[config.mk]
export PLATFORM = sky130hd
export DESIGN_NAME = record_trim_and_pad
export DESIGN_NICKNAME = d
export VERILOG_FILES = /design/src/design/rtp_pkg.sv /design/src/design/record_trim_and_pad.sv
export SDC_FILE = /design/constraint.sdc
export NUM_CORES = 1
export LEC_CHECK = 0
export ABC_AREA = 1
export ABC_CLOCK_PERIOD_IN_PS = 9400
export BUFFER_PORTS_ARGS = -buffer_cell sky130_fd_sc_hd__buf_2
export CAP_MARGIN = 20
export CORE_MARGIN = 4
export CORE_UTILIZATION = 55
export CTS_BUF_LIST = sky130_fd_sc_hd__clkbuf_8 sky130_fd_sc_hd__clkbuf_16
export CTS_CLUSTER_SIZE = 12
export DETAILED_ROUTE_END_ITERATION = 16
export GPL_ROUTABILITY_DRIVEN = 0
export GPL_TIMING_DRIVEN = 0
export PLACE_DENSITY = 0.77
export SETUP_SLACK_MARGIN = 0.4
export SYNTH_ARGS = -nofsm -noshare
export SYNTH_HDL_FRONTEND = slang
export SYNTH_SLANG_ARGS = --single-unit
[constraint.sdc]
create_clock -name clk -period 9.4 [get_ports clk]
set_input_delay 1.88 -clock clk [delete_from_list [all_inputs] [get_ports clk]]
set_output_delay 1.88 -clock clk [all_outputs]
set_load 0.02 [all_outputs]
[src/design/rtp_pkg.sv]
// ----------------------------------------------------------------------------
// rtp_pkg: shared codes for the record trim and pad block
// operation, region, status and configuration register index codes
// ----------------------------------------------------------------------------
`default_nettype none

package rtp_pkg;

	// operation codes
	localparam logic [2:0] OP_CUT         = 3'd0;
	localparam logic [2:0] OP_LEAVE       = 3'd1;
	localparam logic [2:0] OP_ZERO_FILL   = 3'd2;
	localparam logic [2:0] OP_EXTRAPOLATE = 3'd3;
	// first unsupported code, loaded at reset
	localparam logic [2:0] OP_UNDEFINED   = 3'd4;

	// region codes
	localparam logic [1:0] RG_HEAD      = 2'd0;
	localparam logic [1:0] RG_TAIL      = 2'd1;
	localparam logic [1:0] RG_BOTH      = 2'd2;
	localparam logic [1:0] RG_UNDEFINED = 2'd3;

	// status codes
	localparam logic [2:0] ST_OK           = 3'd0;
	localparam logic [2:0] ST_NOTHING      = 3'd1;
	localparam logic [2:0] ST_TOO_MANY     = 3'd2;
	localparam logic [2:0] ST_HEAD_GT_TAIL = 3'd3;
	localparam logic [2:0] ST_PAD_TOO_LONG = 3'd4;
	localparam logic [2:0] ST_UNDEF_OP     = 3'd5;

	// configuration register indexes
	localparam logic [2:0] REG_OPERATION     = 3'd0;
	localparam logic [2:0] REG_REGION        = 3'd1;
	localparam logic [2:0] REG_HEAD_POINTS   = 3'd2;
	localparam logic [2:0] REG_TAIL_POINTS   = 3'd3;
	localparam logic [2:0] REG_RECORD_LENGTH = 3'd4;

	// width of the count registers
	localparam int unsigned CNT_W = 13;

endpackage

`default_nettype wire

[src/design/record_trim_and_pad.sv]
// ----------------------------------------------------------------------------
// record_trim_and_pad
// trims records to a head, tail or middle window, or pads them with zeros or
// repeats of the edge sample
// ----------------------------------------------------------------------------
// Samples stream in one item per cycle on the s_ group while s_tready is high
// and come out on the m_ group. A position counter tracks where each sample
// sits in its record of record_length samples; operation and region select
// cut, leave, zero fill or extrapolate, and the settings are checked against
// the record length. On a bad setting every sample passes unchanged with a
// nonzero status in m_tuser. m_tlast marks the last sample of each output
// record. Each input item is turned into a plan (head pads, the sample itself,
// tail pads) in the cycle it is accepted; one output register then sends that
// plan out one item per cycle while m_tready allows it. A first sample with
// head pads comes out after them and a last sample with tail pads before them;
// in a one-sample record padded on both sides the sample sits between both.
// Dropped samples leave no gap at the output and are accepted at one per
// cycle. The next item is accepted in the cycle the current plan emits its
// final result.
// Configuration writes are always accepted and must only be made while the
// block is idle.
// ----------------------------------------------------------------------------
`default_nettype none

module record_trim_and_pad #(
	parameter int unsigned MAX_RECORD   = 4096,
	parameter int unsigned MAX_PAD      = 31,
	parameter int unsigned SAMPLE_WIDTH = 32
) (
	input  wire logic                clk,
	input  wire logic                arst_n,
	// configuration write channel
	input  wire logic                cfg_valid,
	output logic                     cfg_ready,
	input  wire logic [2:0]          cfg_index,
	input  wire logic [12:0]         cfg_data,
	// sample input
	input  wire logic                s_tvalid,
	output logic                     s_tready,
	// real_sample, imag_sample, magnitude_sample, zero fill
	input  wire logic [((3*SAMPLE_WIDTH-1+7)/8)*8-1:0] s_tdata,
	// sample output
	output logic                     m_tvalid,
	input  wire logic                m_tready,
	// out_real, out_imag, out_magnitude, zero fill
	output logic [((3*SAMPLE_WIDTH-1+7)/8)*8-1:0] m_tdata,
	output logic                     m_tlast,   // record_end
	output logic [2:0]               m_tuser    // status
);

	localparam int unsigned SW    = SAMPLE_WIDTH;
	localparam int unsigned DW    = 3 * SW - 1;
	localparam int unsigned TDW   = ((DW + 7) / 8) * 8;
	localparam int unsigned CW    = rtp_pkg::CNT_W;
	localparam int unsigned PW    = $clog2(MAX_RECORD);
	localparam int unsigned PADW  = $clog2(MAX_PAD + 1);
	// longest usable record: the length register cannot go beyond its width
	localparam int unsigned LIMIT = (MAX_RECORD > 8191) ? 8191 : MAX_RECORD;
	localparam logic [CW-1:0] MAX_LEN  = CW'(LIMIT);
	localparam logic [CW-1:0] PAD_LIM  = CW'(MAX_PAD);

	// configuration registers
	logic [2:0]    operation_q;
	logic [1:0]    region_q;
	logic [CW-1:0] head_points_q;
	logic [CW-1:0] tail_points_q;
	logic [CW-1:0] record_length_q;

	logic [PW-1:0] pos_q;

	// planned item (stage 1)
	logic              valid_s1;
	logic [SW-1:0]     real_s1;
	logic [SW-1:0]     imag_s1;
	logic [SW-2:0]     mag_s1;
	logic [PADW-1:0]   hpad_s1;
	logic              keep_s1;
	logic              keep_end_s1;
	logic [PADW-1:0]   tpad_s1;
	logic              repeat_s1;
	logic [2:0]        status_s1;

	// output register (stage 2)
	logic              valid_s2;
	logic [DW-1:0]     data_s2;
	logic              last_s2;
	logic [2:0]        user_s2;

	// ------------------------------------------------------------------------
	// configuration port, always ready
	// ------------------------------------------------------------------------
	assign cfg_ready = 1'b1;

	always_ff @(posedge clk or negedge arst_n) begin
		if (!arst_n) begin
			operation_q     <= rtp_pkg::OP_UNDEFINED;
			region_q        <= rtp_pkg::RG_UNDEFINED;
			head_points_q   <= '0;
			tail_points_q   <= '0;
			record_length_q <= CW'(1);
		end else if (cfg_valid) begin
			case (cfg_index)
				rtp_pkg::REG_OPERATION:     operation_q     <= cfg_data[2:0];
				rtp_pkg::REG_REGION:        region_q        <= cfg_data[1:0];
				rtp_pkg::REG_HEAD_POINTS:   head_points_q   <= cfg_data;
				rtp_pkg::REG_TAIL_POINTS:   tail_points_q   <= cfg_data;
				rtp_pkg::REG_RECORD_LENGTH: record_length_q <= cfg_data;
				default: ;
			endcase
		end
	end

	// ------------------------------------------------------------------------
	// settings check and window / pad decode
	// ------------------------------------------------------------------------
	logic [CW-1:0] len;
	logic [CW-1:0] len_m1;
	logic [CW:0]   hsum;
	logic [CW-1:0] lo;
	logic [CW-1:0] hi;
	logic [CW-1:0] hpad_cfg;
	logic [CW-1:0] tpad_cfg;
	logic [2:0]    st;

	always_comb begin
		if (record_length_q == '0)
			len = CW'(1);
		else if (record_length_q > MAX_LEN)
			len = MAX_LEN;
		else
			len = record_length_q;
		len_m1 = len - CW'(1);
		hsum   = {1'b0, head_points_q} + {1'b0, tail_points_q};

		lo       = '0;
		hi       = len;
		hpad_cfg = '0;
		tpad_cfg = '0;
		st       = rtp_pkg::ST_OK;

		if (operation_q > rtp_pkg::OP_EXTRAPOLATE || region_q == rtp_pkg::RG_UNDEFINED) begin
			st = rtp_pkg::ST_UNDEF_OP;
		end else begin
			case (operation_q)
				rtp_pkg::OP_CUT: begin
					case (region_q)
						rtp_pkg::RG_HEAD: begin
							if (head_points_q == '0) st = rtp_pkg::ST_NOTHING;
							else if (head_points_q > len_m1) st = rtp_pkg::ST_TOO_MANY;
							else lo = head_points_q;
						end
						rtp_pkg::RG_TAIL: begin
							if (tail_points_q == '0) st = rtp_pkg::ST_NOTHING;
							else if (tail_points_q > len_m1) st = rtp_pkg::ST_TOO_MANY;
							else hi = len - tail_points_q;
						end
						default: begin
							if (hsum == '0) st = rtp_pkg::ST_NOTHING;
							else if (hsum > {1'b0, len_m1}) st = rtp_pkg::ST_TOO_MANY;
							else begin
								lo = head_points_q;
								hi = len - tail_points_q;
							end
						end
					endcase
				end
				rtp_pkg::OP_LEAVE: begin
					case (region_q)
						rtp_pkg::RG_HEAD: begin
							if (head_points_q == len) st = rtp_pkg::ST_NOTHING;
							else if (head_points_q == '0 || head_points_q > len)
								st = rtp_pkg::ST_TOO_MANY;
							else hi = head_points_q;
						end
						rtp_pkg::RG_TAIL: begin
							if (tail_points_q == len) st = rtp_pkg::ST_NOTHING;
							else if (tail_points_q == '0 || tail_points_q > len)
								st = rtp_pkg::ST_TOO_MANY;
							else lo = len - tail_points_q;
						end
						default: begin
							if (hsum == '0) st = rtp_pkg::ST_NOTHING;
							else if (head_points_q > tail_points_q)
								st = rtp_pkg::ST_HEAD_GT_TAIL;
							else if (head_points_q > len_m1 || tail_points_q > len_m1 ||
									head_points_q == tail_points_q)
								st = rtp_pkg::ST_TOO_MANY;
							else begin
								lo = head_points_q;
								hi = tail_points_q;
							end
						end
					endcase
				end
				default: begin
					// zero fill and extrapolate
					case (region_q)
						rtp_pkg::RG_HEAD: begin
							if (head_points_q == '0) st = rtp_pkg::ST_NOTHING;
							else if (head_points_q > PAD_LIM) st = rtp_pkg::ST_PAD_TOO_LONG;
							else hpad_cfg = head_points_q;
						end
						rtp_pkg::RG_TAIL: begin
							if (tail_points_q == '0) st = rtp_pkg::ST_NOTHING;
							else if (tail_points_q > PAD_LIM) st = rtp_pkg::ST_PAD_TOO_LONG;
							else tpad_cfg = tail_points_q;
						end
						default: begin
							if (hsum == '0) st = rtp_pkg::ST_NOTHING;
							else if (head_points_q > PAD_LIM || tail_points_q > PAD_LIM)
								st = rtp_pkg::ST_PAD_TOO_LONG;
							else begin
								hpad_cfg = head_points_q;
								tpad_cfg = tail_points_q;
							end
						end
					endcase
				end
			endcase
		end

		// any error passes the record through untouched
		if (st != rtp_pkg::ST_OK) begin
			lo       = '0;
			hi       = len;
			hpad_cfg = '0;
			tpad_cfg = '0;
		end
	end

	// ------------------------------------------------------------------------
	// per-sample plan from the current position
	// ------------------------------------------------------------------------
	logic [CW-1:0]   pos;
	logic [CW-1:0]   pos_inc;
	logic [PW-1:0]   pos_next;
	logic [PADW-1:0] plan_hpad;
	logic [PADW-1:0] plan_tpad;
	logic            plan_keep;
	logic            plan_keep_end;
	logic            plan_any;

	always_comb begin
		// restart if the record was shortened under the counter
		pos = (CW'(pos_q) >= len) ? '0 : CW'(pos_q);
		pos_inc = pos + CW'(1);
		pos_next = (pos_inc >= len) ? '0 : PW'(pos_inc);

		plan_hpad     = (pos == '0) ? PADW'(hpad_cfg) : '0;
		plan_tpad     = (pos == len_m1) ? PADW'(tpad_cfg) : '0;
		plan_keep     = (pos >= lo) && (pos < hi);
		plan_keep_end = (pos == hi - CW'(1)) && (tpad_cfg == '0);
		plan_any      = (plan_hpad != '0) || plan_keep || (plan_tpad != '0);
	end

	// ------------------------------------------------------------------------
	// emitter: head pads, then the sample, then tail pads
	// ------------------------------------------------------------------------
	logic            out_load;
	logic            item_done;
	logic            s_accept;
	logic [PADW-1:0] hpad_n;
	logic            keep_n;
	logic [PADW-1:0] tpad_n;
	logic            emit_sample;
	logic            emit_last;
	logic [DW-1:0]   emit_data;

	always_comb begin
		hpad_n      = hpad_s1;
		keep_n      = keep_s1;
		tpad_n      = tpad_s1;
		emit_sample = repeat_s1;
		emit_last   = 1'b0;
		if (hpad_s1 != '0) begin
			hpad_n = hpad_s1 - PADW'(1);
		end else if (keep_s1) begin
			keep_n      = 1'b0;
			emit_sample = 1'b1;
			emit_last   = keep_end_s1;
		end else begin
			tpad_n    = tpad_s1 - PADW'(1);
			emit_last = (tpad_s1 == PADW'(1));
		end
		item_done = (hpad_n == '0) && !keep_n && (tpad_n == '0);
		emit_data = emit_sample ? {mag_s1, imag_s1, real_s1} : '0;
	end

	assign out_load = valid_s1 && (!valid_s2 || m_tready);
	assign s_tready = !valid_s1 || (out_load && item_done);
	assign s_accept = s_tvalid && s_tready;

	// control state
	always_ff @(posedge clk or negedge arst_n) begin
		if (!arst_n) begin
			pos_q    <= '0;
			valid_s1 <= 1'b0;
			valid_s2 <= 1'b0;
		end else begin
			if (s_accept) begin
				pos_q    <= pos_next;
				valid_s1 <= plan_any;
			end else if (out_load && item_done) begin
				valid_s1 <= 1'b0;
			end
			if (out_load)
				valid_s2 <= 1'b1;
			else if (m_tready)
				valid_s2 <= 1'b0;
		end
	end

	// payload and plan counters
	always_ff @(posedge clk) begin
		if (s_accept) begin
			real_s1     <= s_tdata[SW-1:0];
			imag_s1     <= s_tdata[2*SW-1:SW];
			mag_s1      <= s_tdata[3*SW-2:2*SW];
			hpad_s1     <= plan_hpad;
			keep_s1     <= plan_keep;
			keep_end_s1 <= plan_keep_end;
			tpad_s1     <= plan_tpad;
			repeat_s1   <= (operation_q == rtp_pkg::OP_EXTRAPOLATE);
			status_s1   <= st;
		end else if (out_load) begin
			hpad_s1 <= hpad_n;
			keep_s1 <= keep_n;
			tpad_s1 <= tpad_n;
		end
		if (out_load) begin
			data_s2 <= emit_data;
			last_s2 <= emit_last;
			user_s2 <= status_s1;
		end
	end

	assign m_tvalid = valid_s2;
	assign m_tdata  = TDW'(data_s2);
	assign m_tlast  = last_s2;
	assign m_tuser  = user_s2;

endmodule

`default_nettype wire

==> impl_results.md <==
* Endpoints failing setup at 0
* Pleak at 9.58 nW
* Final hold vios at 0
* Wirelength per Cell at 19.4 um
* DR DRC count at 0
* CP Max Fanout at 10
* Dpl cells at 2638
* Status: finished clean
* CTS max path bufs at 3
* Post-synth EDFFs at 210
* Cts hold-fix bufs at 0
* Area delta synth->final at 14.9%
* Async set-reset flop share out of synthesis at 0.216
* Critical path class: reg -> reg
* Clk_skew at 0.0255 ns
* CTS sink count at between 200 and 300
* Total gr overflow at 0
* Post-synthesis compound-gate area fraction at 0.107
* Fmax at roughly 130 MHz
* Resized cells post-CTS at 0
* Die height at 184 um
* Post-Synth XOR/XNOR Area at 0.0274
* Max VDD drop at 0.000197 V
* Fill count at 2549
* Largest net degree at the start of global routing at a little under 70
* Post-DR vias/cell at 5.81
* Fin nets at 2524
* Syn Area/Cell at between 8 and 9 um^2
* Total core area at roughly 0.031 mm^2
* Mux contribution to synthesized area at 0.00351
* Die W at roughly 180 um
* Io pins at 220
* Most used cell, CP: nand2_1
* Post-route minimum period at 7.45 ns
* Number of synthesis warnings at 0
* Port Buffers at 216
* Flip-flop and latch count after synthesis at 268
* Setup crit end kind: register
* CP peak stage delay at 0.55 ns
* Setup bufs post-CTS at 0
* Initial Util at 0.558
* Largest family of logic cells by synthesized area: simple AND/OR/NAND/NOR gates
* First-pass GRT wire length at between 70000 and 80000 um
* Largest cells by area after synthesis: edfxtp_1 (37%), ha_1 (9.8%), nand2_1 (8.9%)
* Worst setup SP type: register
* Main synth FF type: edfxtp_1
* Antenna-violating nets left at 0
* Num rows at 64
* Drt pass-1 iters at 7
* Simple-gate area share of the yosys netlist at 0.225
* Die area at roughly 0.034 mm^2
* Register area at 0.00776 mm^2
* Total nets after synthesis at approximately 2300
* Clk slew on worst S/H paths at 0.06 ns
* Post-synthesis cell type count at 62
* Layout cells sized above 1 at 0.148
* Hpwl dp at 40000 um
* CTS root buffer: clkbuf_16
* Post-Route WL at 52100 um
* Post-Route Setup TNS at 0 ns
* Worst Path Required at 9.84 ns
* Final Slew Violations at 0
* Antenna violations before repair at 1
* Number of H-tree levels at 1
* Pwr dens at roughly 250 mW/mm^2
* Area taken by multi-input logic gates at just under 0.008 mm^2
* Period utilization at 0.792
* Post-synth top area share at 0.368
* Synthesized area at 0.0171 mm^2
* Slew headroom at 0.390
* Total GRT Usage at 0.294
* Syn Inst Count at 2023
* Number of global-route vias before repair at 14700
* Hold Path Class: reg -> reg
* Num CTS Buffers at 28
* Via count at between 15000 and 20000
* Adder-cell area share of the yosys netlist at 0.0991
* Slowest-stage cell, CP: xor2_1
* RSZ-0062 raised after global routing: no
* CP arrival at 7.88 ns
* Max Cap Viol at 0
* Seq/Total Area, Yosys at 0.454
* Synth area leader: edfxtp_1
* Worst-Margin Slew at 0.906 ns
* Clock Latency Late Sink at 0.58 ns
* CTS tree: yes
* Initial drt markers at 1979
* Post-route insts no fill at 2691
metal layers:
metal,wire length [um],global-route usage,part of all wire,vias to the layer above
li1,-,-,-,7290
met1,19300,0.381,0.37,7103
met2,23000,0.469,0.44,1016
met3,6340,0.0606,0.12,233
met4,3420,0.149,0.066,0
met5,0,0,0,-
layout make-up:
class                   count  area share
clock buffers              33      0.0397
well taps                 396      0.0252
plain buffers              42      0.0114
diodes                      1    0.000127
clock inverters            19     0.00541
repair buffers            219      0.0588
multi-input cells        1389       0.403
flip-flops and latches    268       0.395
inverters                 324      0.0621
synth_stat cells (5+ instances only):
| library cell | number |
|---|---|
| buf_2 | 5 |
| inv_2 | 11 |
| inv_1 | 308 |
| mux2i_1 | 6 |
| buf_6 | 5 |
| nor2_1 | 226 |
| xor2_1 | 46 |
| clkbuf_1 | 27 |
| xnor2_1 | 5 |
| a21o_1 | 5 |
| a221oi_1 | 7 |
| nand3_1 | 134 |
| ha_1 | 134 |
| nand4_1 | 36 |
| o21ai_1 | 5 |
| nor3_1 | 21 |
| a21oi_1 | 93 |
| edfxtp_1 | 210 |
| o21ai_0 | 115 |
| o22ai_1 | 8 |
| o32ai_1 | 6 |
| o211ai_1 | 13 |
| nand2_1 | 406 |
| buf_4 | 5 |
| nor4_1 | 16 |
| o21bai_1 | 10 |
| a211oi_1 | 8 |
| nor2_2 | 11 |
| dfrtp_1 | 54 |
| nand2_2 | 17 |
report_power, final:
group	leakage, nW	switching, W	internal, W
Sequential	2.77	0.000143	0.00141
Combinational	6.32	0.00163	0.000777
Clock	0.487	0.000447	0.000589
Total	9.58	0.00222	0.00278
metrics by stage:
stage,utilization,hold WS (ns),cell area (um^2),total power (W),worst slack [ns]
2_1_floorplan,-,0.400,17100,0.00320,2.53
3_5_place_dp,0.612,0.410,18800,0.00387,2.34
6_report,0.641,0.424,19700,0.00499,1.95
5_1_grt,0.641,0.434,19700,0.00529,1.41
3_3_place_gp,0.609,0.405,18700,0.00378,1.08
4_1_cts,0.641,0.424,19700,0.00492,2.28
state kept, by name, indices dropped and copies added, names as in the netlist, 2 cells and up:
name,cells
data_s2,95
imag_s1,32
real_s1,32
mag_s1,31
head_points_q,13
record_length_q,13
tail_points_q,13
pos_q,12
hpad_s1,5
tpad_s1,5
m_tuser,3
operation_q,3
status_s1,3
region_q,2
cells in the final DEF, fill, tap and decap left out, drive strengths merged, types with 3 or more instances in the layout:
cell / Yosys / layout
o2111ai: 3 / 3
a22oi: 3 / 3
a221oi: 7 / 7
clkinv: 4 / 5
o41ai: 4 / 4
dfstp: 4 / 4
mux2i: 6 / 6
o311ai: 3 / 3
clkbuf: 27 / 60
xor2: 46 / 46
a21boi: 3 / 3
xnor2: 5 / 5
o32ai: 6 / 6
o221ai: 4 / 4
nand3: 139 / 139
nor2: 238 / 238
a21o: 5 / 5
nand4: 38 / 38
ha: 134 / 134
nor4: 16 / 16
o21ai: 122 / 122
edfxtp: 210 / 210
o21bai: 10 / 10
dfrtp: 54 / 54
a21oi: 98 / 98
o21a: 3 / 3
a211oi: 8 / 8
nor3: 22 / 22
nand3b: 4 / 4
nand2: 425 / 425
o211ai: 13 / 13
inv: 320 / 337
o22ai: 8 / 8
buf: 15 / 234
kinds of logic (layout without fill, tap and decap cells):
family | after synthesis | count (layout)
adders and majority gates | 135 | 135
muxes | 6 | 6
xor gates and xnor gates | 52 | 52
other | 2 | 3
and+or+nand+nor | 889 | 889
AOI/OAI and AO/OA | 305 | 305
buffers and inverters | 366 | 637
DFF | 268 | 268
worst paths after layout:
kind / start / endpoint / slack (ns) / cells past startpoint
min: status_s1[2]$_DFFE_PP_ / m_tuser[2]$_DFFE_PP_ / 0.42 / 0
min reg2reg: status_s1[2]$_DFFE_PP_ / m_tuser[2]$_DFFE_PP_ / 0.42 / 0
min in group asynchronous: arst_n / pos_q[3]$_DFFE_PN0P_ / 1.31 / 1
max in group asynchronous: arst_n / record_length_q[0]$_DFFE_PN1P_ / 7.42 / 2
max reg2reg: record_length_q[6]$_DFFE_PN0P_ / valid_s1$_DFFE_PN0P_ / 1.95 / 48
max: record_length_q[6]$_DFFE_PN0P_ / valid_s1$_DFFE_PN0P_ / 1.95 / 48
worst max-delay path: cells and delay by family (launching register included):
| family | cells | cell delay, ns |
|---|---|---|
| compound gates | 11 | 1.47 |
| fa+ha+maj | 2 | 0.69 |
| flops | 1 | 0.50 |
| simple gates | 27 | 3.04 |
| buf+inv | 7 | 1.06 |
| xor+xnor | 1 | 0.55 |
Power figures use the tool's default switching activity.
